--- config.mk ---
export PLATFORM = sky130hd
export DESIGN_NAME = linear_interp_pitch_resampler
export DESIGN_NICKNAME = d
export VERILOG_FILES = /design/src/design/lipr_pkg.sv /design/src/design/lipr_front.sv /design/src/design/lipr_queue.sv /design/src/design/lipr_back.sv /design/src/design/linear_interp_pitch_resampler.sv
export SDC_FILE = /design/constraint.sdc
export NUM_CORES = 1
export LEC_CHECK = 0
export BUFFER_PORTS_ARGS = -buffer_cell sky130_fd_sc_hd__buf_2
export CAP_MARGIN = 20
export CORE_UTILIZATION = 25
export CTS_CLUSTER_DIAMETER = 40
export DETAILED_ROUTE_END_ITERATION = 8
export HOLD_SLACK_MARGIN = 0.1
export PLACE_DENSITY = 0.42
export REMOVE_ABC_BUFFERS = 1
export SETUP_SLACK_MARGIN = 0.02
export SYNTH_ARGS = -nofsm -noshare
export SYNTH_HDL_FRONTEND = slang
export SYNTH_SLANG_ARGS = --single-unit
--- constraint.sdc ---
create_clock -name clk -period 11.6 [get_ports clk]
set_input_delay 1.74 -clock clk [delete_from_list [all_inputs] [get_ports clk]]
set_output_delay 1.74 -clock clk [all_outputs]
set_load 0.01 [all_outputs]
--- src/design/lipr_pkg.sv ---
// Shared types and constants for the linear interpolation pitch resampler.
// No dependencies; every design file imports this package.
`default_nettype none
package lipr_pkg;

  localparam int MAX_SAMPLES = 4096;
  localparam int SAMPLE_W    = 16;
  localparam int FRAC_W      = 16;
  localparam int STEP_W      = 17;
  localparam int CNT_W       = $clog2(MAX_SAMPLES + 1);
  localparam int POS_INT_W   = $clog2(MAX_SAMPLES + 2);
  localparam int POS_W       = POS_INT_W + FRAC_W;
  localparam int DIFF_W      = SAMPLE_W + 1;
  localparam int PROD_W      = 2 * DIFF_W;
  localparam int NUM_W       = PROD_W + 1;

  localparam int QDEPTH      = 4;
  localparam int QPTR_W      = $clog2(QDEPTH);
  localparam int QCNT_W      = $clog2(QDEPTH + 1);

  localparam logic [STEP_W-1:0] STEP_ONE = STEP_W'(65536);

  typedef enum logic {
    CMD_SAMPLE = 1'b0,
    CMD_PAD    = 1'b1
  } cmd_t;

  // One output job: result = a + (b - a) * frac / 2^16, truncated toward zero.
  // Pad outputs travel as a = b = frac = 0.
  typedef struct packed {
    logic signed [SAMPLE_W-1:0] a;
    logic signed [SAMPLE_W-1:0] b;
    logic        [FRAC_W-1:0]   frac;
    logic                       last;
  } job_t;

endpackage
`default_nettype wire

--- src/design/lipr_front.sv ---
// Front end: accepts commands, tracks read position and counts, issues jobs.
// Depends on lipr_pkg.
`default_nettype none
module lipr_front import lipr_pkg::*; (
  input  wire logic                clk,
  input  wire logic                rst,
  input  wire logic                cfg_we,
  input  wire logic [STEP_W-1:0]   cfg_data,
  input  wire logic                in_valid,
  input  wire logic                in_cmd,
  input  wire logic [SAMPLE_W-1:0] in_sample,
  input  wire logic                in_last,
  input  wire logic                q_full,
  output logic                     in_ready,
  output logic                     q_push,
  output job_t                     q_job
);

  logic [STEP_W-1:0]          phase_step;
  logic signed [SAMPLE_W-1:0] previous_sample;
  logic [POS_W-1:0]           read_position;
  logic [CNT_W-1:0]           samples_received;
  logic [CNT_W-1:0]           samples_emitted;
  logic                       input_finished;

  logic                       take;
  cmd_t                       cmd;
  logic [CNT_W-1:0]           j_prev;
  logic [CNT_W-1:0]           j_next;
  logic [CNT_W-1:0]           emitted_next;
  logic                       hit;
  logic                       pad_last;
  logic [STEP_W-1:0]          step;

  assign in_ready     = !q_full;
  assign take         = in_valid && in_ready;
  assign cmd          = cmd_t'(in_cmd);
  assign j_prev       = samples_received - CNT_W'(1);
  assign j_next       = samples_received + CNT_W'(1);
  assign emitted_next = samples_emitted + CNT_W'(1);
  assign step         = phase_step[STEP_W-1] ? phase_step : STEP_ONE;
  assign hit          = (samples_received != '0) &&
                        (read_position[POS_W-1:FRAC_W] == POS_INT_W'(j_prev));
  assign pad_last     = emitted_next >= samples_received;

  always_comb begin
    q_push = 1'b0;
    q_job  = '0;
    if (take) begin
      unique case (cmd)
        CMD_SAMPLE: begin
          if (!input_finished && hit) begin
            q_push     = 1'b1;
            q_job.a    = previous_sample;
            q_job.b    = $signed(in_sample);
            q_job.frac = read_position[FRAC_W-1:0];
          end
        end
        CMD_PAD: begin
          if (input_finished) begin
            q_push     = 1'b1;
            q_job.last = pad_last;
          end
        end
        default: ;
      endcase
    end
  end

  always_ff @(posedge clk) begin
    if (rst) begin
      phase_step       <= STEP_ONE;
      previous_sample  <= '0;
      read_position    <= '0;
      samples_received <= '0;
      samples_emitted  <= '0;
      input_finished   <= 1'b0;
    end else begin
      if (cfg_we) phase_step <= cfg_data;
      if (take) begin
        unique case (cmd)
          CMD_SAMPLE: begin
            if (!input_finished) begin
              samples_received <= j_next;
              previous_sample  <= $signed(in_sample);
              if (hit) begin
                samples_emitted <= emitted_next;
                read_position   <= read_position + POS_W'(step);
              end
              if (in_last || (j_next >= CNT_W'(MAX_SAMPLES))) input_finished <= 1'b1;
            end
          end
          CMD_PAD: begin
            if (input_finished) begin
              if (pad_last) begin
                previous_sample  <= '0;
                read_position    <= '0;
                samples_received <= '0;
                samples_emitted  <= '0;
                input_finished   <= 1'b0;
              end else begin
                samples_emitted <= emitted_next;
              end
            end
          end
          default: ;
        endcase
      end
    end
  end

endmodule
`default_nettype wire

--- src/design/lipr_queue.sv ---
// Short register FIFO of jobs between the front end and the arithmetic back end.
// Depends on lipr_pkg.
`default_nettype none
module lipr_queue import lipr_pkg::*; (
  input  wire logic clk,
  input  wire logic rst,
  input  wire logic push,
  input  job_t      push_job,
  input  wire logic pop,
  output logic      full,
  output logic      head_valid,
  output job_t      head
);

  job_t              entries [QDEPTH];
  logic [QPTR_W-1:0] wr_ptr;
  logic [QPTR_W-1:0] rd_ptr;
  logic [QCNT_W-1:0] count;

  assign full       = count == QCNT_W'(QDEPTH);
  assign head_valid = count != '0;
  assign head       = entries[rd_ptr];

  always_ff @(posedge clk) begin
    if (rst) begin
      wr_ptr <= '0;
      rd_ptr <= '0;
      count  <= '0;
    end else begin
      if (push) wr_ptr <= wr_ptr + QPTR_W'(1);
      if (pop)  rd_ptr <= rd_ptr + QPTR_W'(1);
      if (push && !pop)      count <= count + QCNT_W'(1);
      else if (pop && !push) count <= count - QCNT_W'(1);
    end
  end

  always_ff @(posedge clk) begin
    if (push) entries[wr_ptr] <= push_job;
  end

endmodule
`default_nettype wire

--- src/design/lipr_back.sv ---
// Back end: multiply stage, then add-and-truncate into the output register.
// Depends on lipr_pkg.
`default_nettype none
module lipr_back import lipr_pkg::*; (
  input  wire logic                clk,
  input  wire logic                rst,
  input  wire logic                q_valid,
  input  job_t                     q_head,
  output logic                     q_pop,
  output logic                     out_valid,
  input  wire logic                out_ready,
  output logic [SAMPLE_W-1:0]      out_data,
  output logic                     out_last
);

  logic                       s1_valid;
  logic signed [SAMPLE_W-1:0] s1_a;
  logic signed [PROD_W-1:0]   s1_prod;
  logic                       s1_last;

  logic                       load_out;
  logic                       load_s1;
  logic signed [DIFF_W-1:0]   diff;
  logic signed [DIFF_W-1:0]   frac_s;
  logic signed [NUM_W-1:0]    num;
  logic signed [NUM_W-1:0]    biased;

  assign load_out = !out_valid || out_ready;
  assign load_s1  = !s1_valid || load_out;
  assign q_pop    = q_valid && load_s1;

  assign diff   = $signed({q_head.b[SAMPLE_W-1], q_head.b}) -
                  $signed({q_head.a[SAMPLE_W-1], q_head.a});
  assign frac_s = $signed({1'b0, q_head.frac});

  // Truncate toward zero: bias negative sums by 2^16 - 1 before the shift.
  assign num    = $signed({{(NUM_W-SAMPLE_W-FRAC_W){s1_a[SAMPLE_W-1]}}, s1_a, FRAC_W'(0)}) +
                  $signed({s1_prod[PROD_W-1], s1_prod});
  assign biased = num[NUM_W-1] ? num + NUM_W'(65535) : num;

  always_ff @(posedge clk) begin
    if (rst) begin
      s1_valid  <= 1'b0;
      out_valid <= 1'b0;
    end else begin
      if (load_s1)  s1_valid  <= q_valid;
      if (load_out) out_valid <= s1_valid;
    end
  end

  always_ff @(posedge clk) begin
    if (q_pop) begin
      s1_a    <= q_head.a;
      s1_prod <= diff * frac_s;
      s1_last <= q_head.last;
    end
    if (s1_valid && load_out) begin
      out_data <= biased[FRAC_W+SAMPLE_W-1:FRAC_W];
      out_last <= s1_last;
    end
  end

endmodule
`default_nettype wire

--- src/design/linear_interp_pitch_resampler.sv ---
// Top level of the linear interpolation pitch resampler.
// Depends on lipr_pkg, lipr_front, lipr_queue and lipr_back.
`default_nettype none
// The block takes one request per clock on the slave stream and returns one
// interpolated sample per clock on the master stream while the sink keeps up.
// A request is a sample (tuser 0, tlast marks the end of the block) or a pad
// tick (tuser 1). The front end decides in the accepting cycle whether a
// request yields an output, so a dropped request costs only its acceptance.
// Jobs cross a four-entry queue into the back end, whose 17x17 multiply
// stage and add/truncate output register each register the result in turn
// before it is offered on the master side. s_tready drops only when the
// queue is full, which needs a stalled master side. phase_step is written
// through cfg_we/cfg_data; the user must write it only while the block is
// idle, which the block itself does not enforce. It applies from the next
// position advance; values below 1.0 act as 1.0.
module linear_interp_pitch_resampler import lipr_pkg::*; (
  input  wire logic                clk,
  input  wire logic                rst,
  input  wire logic                cfg_we,
  input  wire logic [STEP_W-1:0]   cfg_data,   // phase_step, unsigned Q1.16
  input  wire logic                s_tvalid,
  output logic                     s_tready,
  input  wire logic [SAMPLE_W-1:0] s_tdata,    // [15:0] sample_in
  input  wire logic                s_tuser,    // [0] command
  input  wire logic                s_tlast,    // last_in
  output logic                     m_tvalid,
  input  wire logic                m_tready,
  output logic [SAMPLE_W-1:0]      m_tdata,    // [15:0] sample_out
  output logic                     m_tlast     // last_out
);

  logic q_push;
  job_t q_job;
  logic q_full;
  logic q_valid;
  job_t q_head;
  logic q_pop;

  // Classify each request and hold the block position and counts.
  lipr_front u_front (
    .clk       (clk),
    .rst       (rst),
    .cfg_we    (cfg_we),
    .cfg_data  (cfg_data),
    .in_valid  (s_tvalid),
    .in_cmd    (s_tuser),
    .in_sample (s_tdata),
    .in_last   (s_tlast),
    .q_full    (q_full),
    .in_ready  (s_tready),
    .q_push    (q_push),
    .q_job     (q_job)
  );

  // Decouple the two halves so a stalled sink does not stall the front at once.
  lipr_queue u_queue (
    .clk        (clk),
    .rst        (rst),
    .push       (q_push),
    .push_job   (q_job),
    .pop        (q_pop),
    .full       (q_full),
    .head_valid (q_valid),
    .head       (q_head)
  );

  // Interpolate and hold the result until the sink takes it.
  lipr_back u_back (
    .clk       (clk),
    .rst       (rst),
    .q_valid   (q_valid),
    .q_head    (q_head),
    .q_pop     (q_pop),
    .out_valid (m_tvalid),
    .out_ready (m_tready),
    .out_data  (m_tdata),
    .out_last  (m_tlast)
  );

endmodule
`default_nettype wire

==> results of run 1 <==
==> worst register-to-register path, delay by kind of cell, from the launching register on <==
family                     cells  cell delay [ns]
xor gates and xnor gates       1             0.74
AOI/OAI and AO/OA             13             2.96
and+or+nand+nor                3             0.97
buffers and inverters          3             0.14
DFF                            1             0.51
adders and majority gates      9             4.07
muxes                          1             0.57
==> routing by layer <==
metal  track usage  vias up  wire length [um]  share of wire
li1              -     8990                 -              -
met1        0.1726     9073             34250           0.47
met2        0.2151      320             33090           0.46
met3       0.02358      119              2813          0.039
met4       0.04391        0              1975          0.027
met5             0        -                 0              0
==> synthesized netlist by cell type (all sizes together) (4+ instances only) <==
master,n,area share
a211oi,13,0.0035
or4,4,0.0012
a2111oi,10,0.0046
a21o,39,0.010
mux2i,39,0.014
nand4,13,0.0029
o211ai,9,0.0024
a2111o,4,0.0016
nand2,241,0.033
nor3,23,0.0045
buf,20,0.0035
mux2,16,0.0064
or3,19,0.0043
xnor2,87,0.027
nor4,11,0.0030
nand3b,9,0.0024
o21ai,68,0.012
a31o,5,0.0016
inv,411,0.055
a31oi,9,0.0020
a21boi,5,0.0013
fa,277,0.20
nand3,51,0.0091
mux4,39,0.031
nand2b,35,0.0078
edfxtp,264,0.28
dfxtp,100,0.072
o311ai,4,0.0013
and3,73,0.016
clkbuf,82,0.011
o21a,14,0.0038
xor2,44,0.014
a21oi,114,0.020
nor2,208,0.028
nor2b,19,0.0043
nor3b,8,0.0021
o31ai,6,0.0016
or2,11,0.0025
ha,159,0.071
and2,45,0.010
maj3,4,0.0014
o21bai,8,0.0021
==> state kept, by name, indices dropped and copies added (netlist names), named ones only <==
| signal | cells |
|---|---|
| u_queue.wr_ptr | 2 |
| u_front.input_finished | 1 |
| u_queue.entries | 196 |
| u_front.read_position | 29 |
| u_back.s1_valid | 1 |
| u_front.phase_step | 17 |
| u_back.out_valid | 1 |
| u_back.s1_last | 1 |
| u_back.out_data | 16 |
| u_front.previous_sample | 16 |
| u_front.samples_emitted | 13 |
| u_queue.rd_ptr | 2 |
| u_front.samples_received | 13 |
| u_queue.count | 3 |
| u_back.s1_prod | 34 |
| u_back.out_last | 1 |
| u_back.s1_a | 16 |
==> cells in the final DEF (no fill, tap or decap), types with 73 or more instances in the layout <==
cell type,netlist,routed
inv_1,411,411
fa_1,277,277
edfxtp_1,264,264
nand2_1,240,240
nor2_1,208,208
ha_1,159,159
a21oi_1,114,113
dfxtp_1,100,98
xnor2_1,87,87
and3_1,73,73
==> final cells by class <==
cell class                      count  area (um2)  share of cell area
Timing Repair Buffer               97       583.1             0.01797
Tap cell                         1488        1862             0.05737
Clock inverter                     44       603.1             0.01858
Sequential cell                   364        9935              0.3061
Multi-Input combinational cell   1776       16120              0.4967
Inverter                          411        1543             0.04754
Antenna cell                        1       2.502          0.00007711
Clock buffer                       82        1804             0.05560
==> metrics by stage <==
stage	worst slack, ns	util
floorplan	0.7489	-
global placement	1.414	0.2711
detailed placement	1.336	0.2711
CTS	1.317	0.2928
global route	0.6819	0.2928
finish	1.355	0.2928
==> how the worst max path moves through the flow <==
stage                     cells after the start  slack [ns]  from                            to
after global routing                         30        0.68  flop  u_back.s1_prod[26]$_DFFE_PP_
after detailed placement                     30        1.34  flop  u_back.s1_prod[26]$_DFFE_PP_
final                                        30        1.35  flop  u_back.s1_prod[32]$_DFFE_PP_
after CTS                                    30        1.32  flop  u_back.s1_prod[32]$_DFFE_PP_
after global placement                       30        1.41  flop  u_back.s1_prod[26]$_DFFE_PP_
after floorplan                              33        0.75  flop  u_back.s1_prod[33]$_DFFE_PP_
==> kinds of logic (layout without fill, tap and decap cells) <==
family / Yosys count / after routing
XOR/XNOR: 131 / 131
AND/OR/NAND/NOR: 779 / 779
AO/OA/AOI/OAI: 332 / 332
flip-flops: 364 / 364
multiplexers: 94 / 94
adder cells (fa/ha/maj): 440 / 440
buffers and inverters: 513 / 634
other: 0 / 1
==> results.toml, run 1 <==
[clock_tree]
root_buffer = "clkbuf_16"
cts_tree = "built"
post_cts_resized = 0
worstSkewPairLatency_ns = 0.64
ctsHoldBuffers = 0
clk_pin_slew_ns = 0.05
cts_made_buffers = 68
postCtsSetupRepairBufs = 0
cts.sinks = 364
clk_path_buf_depth = 3
cts_max_level = 3

[floorplan]
initial_core_util = 0.2523
core_area_um2 = 110800
io_pins = 59
rows = 122
die_h_um = 336.4
dieArea_um2 = 113200
die_w_um = 336.4

[finish]
area_growth_pct = 16.06
fillers = 11710
design_area_um2 = 32450
fin_nets = 3194
drive_gt1_frac = 0.1092
fin_cells = 4263

[sta]
hold_slack_ns = 0.4248
worst-slew-pin-transition_ns = 1.155
fmax_mhz = 97.61
relSlewSlack = 0.2271
skew_ns = 0.05730
rsz0062_at_grt = "false"
period_minus_slack_ns = 10.25
finalSetupViolations = 0
setup_tns_ns = 0
drv_slew = 0
hold_violations = 0
finalCritPeriodShare = 0.8832

[route]
drc_errors = 0
wl_per_cell_um = 16.92
antenna_left = 0
vias = 18500
drt_pass1_iterations = 5
wl_um = 72130
drt-initial-drc-count = 937
viasPerCell = 4.340

[placed_design]
port_buffers = 58
place_congestion = 0.8190
hpwl_um = 53820
dp.cells = 4136
placed_cell_area_um2 = 30040

[global_routing]
antenna_found_initial = 4
grt_max_degree = 73
grt_pass1_wl_um = 113900
grt.total_usage = 0.1308
grt-ovfl-total = 0
first_global_vias = 19700

[critical_path]
cp_num_buf_inv = 3
crit_required_ns = 11.95
r2r_cells = 30
crit_path_end_kind = "flop"
cpLargestDelayFamily = "adder cells"
r2r_setup_slack_ns = 1.35
path_class = "flop to flop"
r2r_end = "u_back.s1_prod[32]$_DFFE_PP_"
crit_fanout = 14
crit_path_frequent_cell = "fa_1"
start_kind = "flop"
slowest_delay_ns = 0.74
worstPathArrival_ns = 10.60
crit_slowest_cell = "xor2_1"

[yosys]
synth-edff-count = 264
synth_mux_area_frac = 0.05182
synthAdderAreaFrac = 0.2709
synth_ff_type = "edfxtp_1"
netlist_area_um2 = 27960
yosysSeqAreaShare = 0.3551
ys_types = 78
synth_top_family_by_area = "adder cells"
synth_xor_area_frac = 0.04103
ys_seq_elements = 364
yosys.area_share.simple = 0.1341
synth_compound_area_frac = 0.07732
syn_avg_cell_area_um2 = 10.54
yosysWarnings = 0
syn_inst = 2653
ys_async_sr_fraction = 0

[worst_hold_path]
whs_path_depth = 0
worstHoldStart = "u_back.s1_last$_DFFE_PP_"
min_path_type = "flop to flop"
hold_path_end = "u_back.out_last$_DFFE_PP_"

[run]
maxCapViolCount = 0

[outcome]
outcome = "finished, final reports clean"
Power of run 1 is left out: the tool's default activity adds up to more than one toggle a clock period on the data nets, which glitch-free logic cannot reach.
==> run 2, diff against run 1 <==
--- a/config.mk
+++ b/config.mk
@@ -7,11 +7,11 @@
 export LEC_CHECK = 0
 export BUFFER_PORTS_ARGS = -buffer_cell sky130_fd_sc_hd__buf_2
 export CAP_MARGIN = 20
-export CORE_UTILIZATION = 25
+export CORE_UTILIZATION = 45
 export CTS_CLUSTER_DIAMETER = 40
 export DETAILED_ROUTE_END_ITERATION = 8
 export HOLD_SLACK_MARGIN = 0.1
-export PLACE_DENSITY = 0.42
+export PLACE_DENSITY = 0.63
 export REMOVE_ABC_BUFFERS = 1
 export SETUP_SLACK_MARGIN = 0.02
 export SYNTH_ARGS = -nofsm -noshare
==> results.toml, run 2 (synthesis gave the netlist of run 1 again) <==
[finish]
fin_nets = 3179
area_growth_pct = 11.24
mostFrequentLayoutCells = "411 x inv_1, 277 x fa_1, 264 x edfxtp_1"
regArea_um2 = 9935
fillers = 5465
drive_gt1_frac = 0.1040
largestRegisters = "u_queue.entries x196, u_back.s1_prod x34, u_front.read_position x29"
largest_register_ffs = 196
multi_input_area_um2 = 16120
n_antenna_cell = 0
final_common_cell = "inv_1"
top_register = "u_queue.entries"

[critical_path]
r2r_end = "u_back.s1_prod[32]$_DFFE_PP_"
cpLargestDelayFamily = "adder cells"
cp_num_buf_inv = 3
path_class = "flop to flop"
crit_slowest_cell = "fa_1"
crit_path_frequent_cell = "fa_1"
start_kind = "flop"
crit_fanout = 18
crit_path_end_kind = "flop"
r2r_cells = 30
crit_cells = 30
crit_required_ns = 12.04
worstPathArrival_ns = 10.55
worstSetupEndpoint = "u_back.s1_prod[32]$_DFFE_PP_"
r2r_setup_slack_ns = 1.48
slowest_delay_ns = 0.82

[route]
wl_per_cell_um = 18.39
viasPerCell = 5.297
drc_errors = 0
drt-initial-drc-count = 1041
drt_pass1_iterations = 5
wl_um = 65990
vias = 19010
antenna_left = 0

[outcome]
outcome = "finished, final reports clean"

[clock_tree]
clk_pin_slew_ns = 0.06
cts_tree = "built"
ctsHoldBuffers = 0
cts_made_buffers = 56
post_cts_resized = 0
worstSkewPairLatency_ns = 0.63
cts.sinks = 364
root_buffer = "clkbuf_16"
clk_path_buf_depth = 3
postCtsSetupRepairBufs = 0
cts_max_level = 2

[sta]
drv_slew = 0
rsz0062_at_grt = "false"
setup_tns_ns = 0
skew_ns = 0.05104
hold_violations = 0
finalSetupViolations = 0
worst-slew-pin-transition_ns = 1.163
finalCritPeriodShare = 0.8723
fmax_mhz = 98.83
relSlewSlack = 0.2196
period_minus_slack_ns = 10.12

[floorplan]
core_area_um2 = 61600
rows = 91
dieArea_um2 = 63140
die_w_um = 251.3
io_pins = 59
initial_core_util = 0.4539
die_h_um = 251.3

[placed_design]
hpwl_um = 50080
port_buffers = 58
place_congestion = 0.9769

[global_routing]
grt_use_met1 = 0.2720
antenna_found_initial = 2
grt_pass1_wl_um = 105800
grt.total_usage = 0.2136
grt_max_degree = 77
gr-usage-met2 = 0.3721
met3_usage = 0.02920
first_global_vias = 19750
top_usage_layer = "met2"
grt-ovfl-total = 0

[worst_hold_path]
min_path_type = "flop to flop"
worstHoldStart = "u_back.s1_last$_DFFE_PP_"

[run]
maxCapViolCount = 0
==> run 2: cell types whose count changed in the layout (fill, tap and decap cells not counted), moves of 4 or more <==
cell       before  now
buf_4          39   35
bufinv_16       9    3
clkbuf_1        9    4
clkbuf_16      68   56
clkbuf_8        5    0
inv_8           0    7
==> run 2: metal layers <==
metal  vias up  wire, um
li1       8961         -
met1      9444     28660
met2       452     32030
met3       144      2894
met4         4      2380
met5         -        25
==> run 2: worst reg2reg max path, delay by kind of cell (launching register included) <==
family / cells / cell delay (ns)
adders and majority gates: 9 / 4.55
AOI/OAI and AO/OA: 12 / 3.07
DFF: 1 / 0.60
muxes: 1 / 0.58
and+or+nand+nor: 5 / 0.71
buffers and inverters: 3 / 0.41
==> run 2: area by class of cell <==
cell class / count / area share
clock buffer: 60 / 0.04554
clock inverter: 46 / 0.01549
inverter: 411 / 0.04960
multi-input combinational: 1776 / 0.5182
sequential: 364 / 0.3194
tap: 837 / 0.03367
timing repair buffer: 94 / 0.01814
==> run 2: through the flow <==
step / std cells / worst slack, ns / util / hold WS [ns] / instance area, um2
finish: 3588 / 1.482 / 0.5049 / 0.4259 / 31100
global route: 3588 / 0.8023 / 0.5049 / 0.4416 / 31100
CTS: 3586 / 1.477 / 0.5047 / 0.4301 / 31090
detailed placement: 3480 / 1.518 / 0.4739 / 0.4081 / 29190
global placement: 3478 / 1.660 / 0.4736 / 0.4087 / 29170
floorplan: 2551 / 0.7489 / - / 0.4003 / 27560
==> run 2: worst min path at each step <==
| stage | end | cells past startpoint | slack, ns |
|---|---|---|---|
| 6_report | u_back.out_last$_DFFE_PP_ | 0 | 0.43 |
| 5_1_grt | u_back.out_last$_DFFE_PP_ | 0 | 0.44 |
| 4_1_cts | u_back.out_last$_DFFE_PP_ | 0 | 0.43 |
| 3_5_place_dp | u_back.out_last$_DFFE_PP_ | 0 | 0.41 |
| 3_3_place_gp | u_back.out_last$_DFFE_PP_ | 0 | 0.41 |
| 2_1_floorplan | u_back.out_last$_DFFE_PP_ | 0 | 0.40 |
Power of run 2 is left out for the same reason.
==> run 3, diff against run 2 <==
--- a/config.mk
+++ b/config.mk
@@ -7,13 +7,14 @@
 export LEC_CHECK = 0
 export BUFFER_PORTS_ARGS = -buffer_cell sky130_fd_sc_hd__buf_2
 export CAP_MARGIN = 20
+export CORE_MARGIN = 2
 export CORE_UTILIZATION = 45
 export CTS_CLUSTER_DIAMETER = 40
 export DETAILED_ROUTE_END_ITERATION = 8
 export HOLD_SLACK_MARGIN = 0.1
+export MAX_ROUTING_LAYER = met4
 export PLACE_DENSITY = 0.63
 export REMOVE_ABC_BUFFERS = 1
-export SETUP_SLACK_MARGIN = 0.02
 export SYNTH_ARGS = -nofsm -noshare
 export SYNTH_HDL_FRONTEND = slang
 export SYNTH_SLANG_ARGS = --single-unit
==> results.toml, run 3 (synthesis gave the netlist of run 1 again) <==
[clock_tree]
clk_pin_slew_ns = 0.06
cts_made_buffers = 57
cts_tree = "built"
postCtsSetupRepairBufs = 0
ctsHoldBuffers = 0
root_buffer = "clkbuf_16"
worstSkewPairLatency_ns = 0.63
post_cts_resized = 0
cts_max_level = 2
cts.sinks = 364
clk_path_buf_depth = 3

[critical_path]
r2r_cells = 29
crit_fanout = 11
crit_path_end_kind = "flop"
r2r_setup_slack_ns = 1.46
path_class = "flop to flop"
r2r_end = "u_back.s1_prod[32]$_DFFE_PP_"
start_kind = "flop"
crit_required_ns = 12.03
crit_path_frequent_cell = "fa_1"
worstPathArrival_ns = 10.57
slowest_delay_ns = 0.81
crit_slowest_cell = "fa_1"
worstSetupEndpoint = "u_back.s1_prod[32]$_DFFE_PP_"

[floorplan]
dieArea_um2 = 64150
io_pins = 59
core_area_um2 = 61600
die_h_um = 253.3
rows = 91
die_w_um = 253.3
initial_core_util = 0.4539

[global_routing]
antenna_found_initial = 1
grt_use_met1 = 0.2765
grt_pass1_wl_um = 105700
gr-usage-met2 = 0.3568
top_usage_layer = "met2"
first_global_vias = 19810
met3_usage = 0.03300
grt.total_usage = 0.2150
grt_max_degree = 77
grt-ovfl-total = 0

[placed_design]
place_congestion = 0.8983
port_buffers = 58
hpwl_um = 49220
pre_cts_slack_ns = 1.556

[sta]
rsz0062_at_grt = "false"
setup_tns_ns = 0
finalSetupViolations = 0
relSlewSlack = 0.2227
worst-slew-pin-transition_ns = 1.158
finalWorstSetupSlack_ns = 1.455
finalCritPeriodShare = 0.8745
period_minus_slack_ns = 10.14
hold_violations = 0
skew_ns = 0.05416
fmax_mhz = 98.57
drv_slew = 0

[finish]
drive_gt1_frac = 0.1020
largest_register_ffs = 196
fillers = 5461
final_common_cell = "inv_1"
multi_input_area_um2 = 16120
largestRegisters = "u_queue.entries x196, u_back.s1_prod x34, u_front.read_position x29"
mostFrequentLayoutCells = "411 x inv_1, 277 x fa_1, 264 x edfxtp_1"
top_register = "u_queue.entries"
regArea_um2 = 9935
fin_nets = 3174
utilization = 0.5067
n_antenna_cell = 0
area_growth_pct = 11.62

[route]
drc_errors = 0
drt-initial-drc-count = 1189
wl_um = 65000
vias = 18930
drt_pass1_iterations = 5
antenna_left = 0
wl_per_cell_um = 18.14
viasPerCell = 5.284

[worst_hold_path]
min_path_type = "flop to flop"

[run]
maxCapViolCount = 0

[outcome]
outcome = "finished, final reports clean"
-- run 3: cell count changes in the layout (fill, tap and decap cells not counted), moves of 2 or more --
| cell | before | now |
|---|---|---|
| bufinv_16 | 3 | 9 |
| buf_4 | 35 | 30 |
| inv_8 | 7 | 2 |
| inv_6 | 9 | 5 |
| clkbuf_1 | 4 | 6 |
| clkinv_4 | 3 | 5 |
| clkinvlp_4 | 8 | 6 |
| o21ai_1 | 13 | 11 |
-- run 3: worst max-delay path, delay by kind of cell, from the launching register on --
| kind | cells | cell delay (ns) |
|---|---|---|
| fa+ha+maj | 9 | 4.58 |
| compound gates | 12 | 3.31 |
| simple gates | 5 | 0.83 |
| mux | 1 | 0.55 |
| flops | 1 | 0.48 |
| buf+inv | 2 | 0.18 |
-- run 3: layout make-up --
type                    instances  share of cell area
well taps                     837             0.03356
inverters                     411             0.04943
clock buffers                  64             0.04686
flip-flops and latches        364              0.3183
repair buffers                 88             0.01652
clock inverters                43             0.01880
multi-input cells            1776              0.5165
-- run 3: worst min-delay path by stage --
stage	to	slack (ns)	from	cells after the start
floorplan	u_back.out_last$_DFFE_PP_	0.40	u_back.s1_last$_DFFE_PP_	0
global placement	u_front.previous_sample[5]$_SDFFE_PP0P_	0.45	u_front.previous_sample[5]$_SDFFE_PP0P_	2
detailed placement	u_front.previous_sample[8]$_SDFFE_PP0P_	0.46	u_front.previous_sample[8]$_SDFFE_PP0P_	2
CTS	u_front.previous_sample[0]$_SDFFE_PP0P_	0.47	u_front.previous_sample[0]$_SDFFE_PP0P_	2
global route	u_front.previous_sample[10]$_SDFFE_PP0P_	0.48	u_front.previous_sample[10]$_SDFFE_PP0P_	2
finish	u_front.previous_sample[10]$_SDFFE_PP0P_	0.47	u_front.previous_sample[10]$_SDFFE_PP0P_	2
-- run 3: stage by stage --
| step | instance area (um2) | cells | hold slack [ns] |
|---|---|---|---|
| global route | 31210 | 3583 | 0.4818 |
| detailed placement | 29150 | 3474 | 0.4554 |
| CTS | 31190 | 3581 | 0.4673 |
| global placement | 29150 | 3474 | 0.4503 |
| finish | 31210 | 3583 | 0.4671 |
| floorplan | 27560 | 2551 | 0.4003 |
-- run 3: layer usage --
layer / wire, um / vias up / part of all wire
met5: 0 / - / 0
met4: 1693 / 0 / 0.026
met3: 3609 / 117 / 0.056
met2: 31430 / 521 / 0.48
met1: 28260 / 9354 / 0.43
li1: - / 8940 / -
Power of run 3 is left out for the same reason.
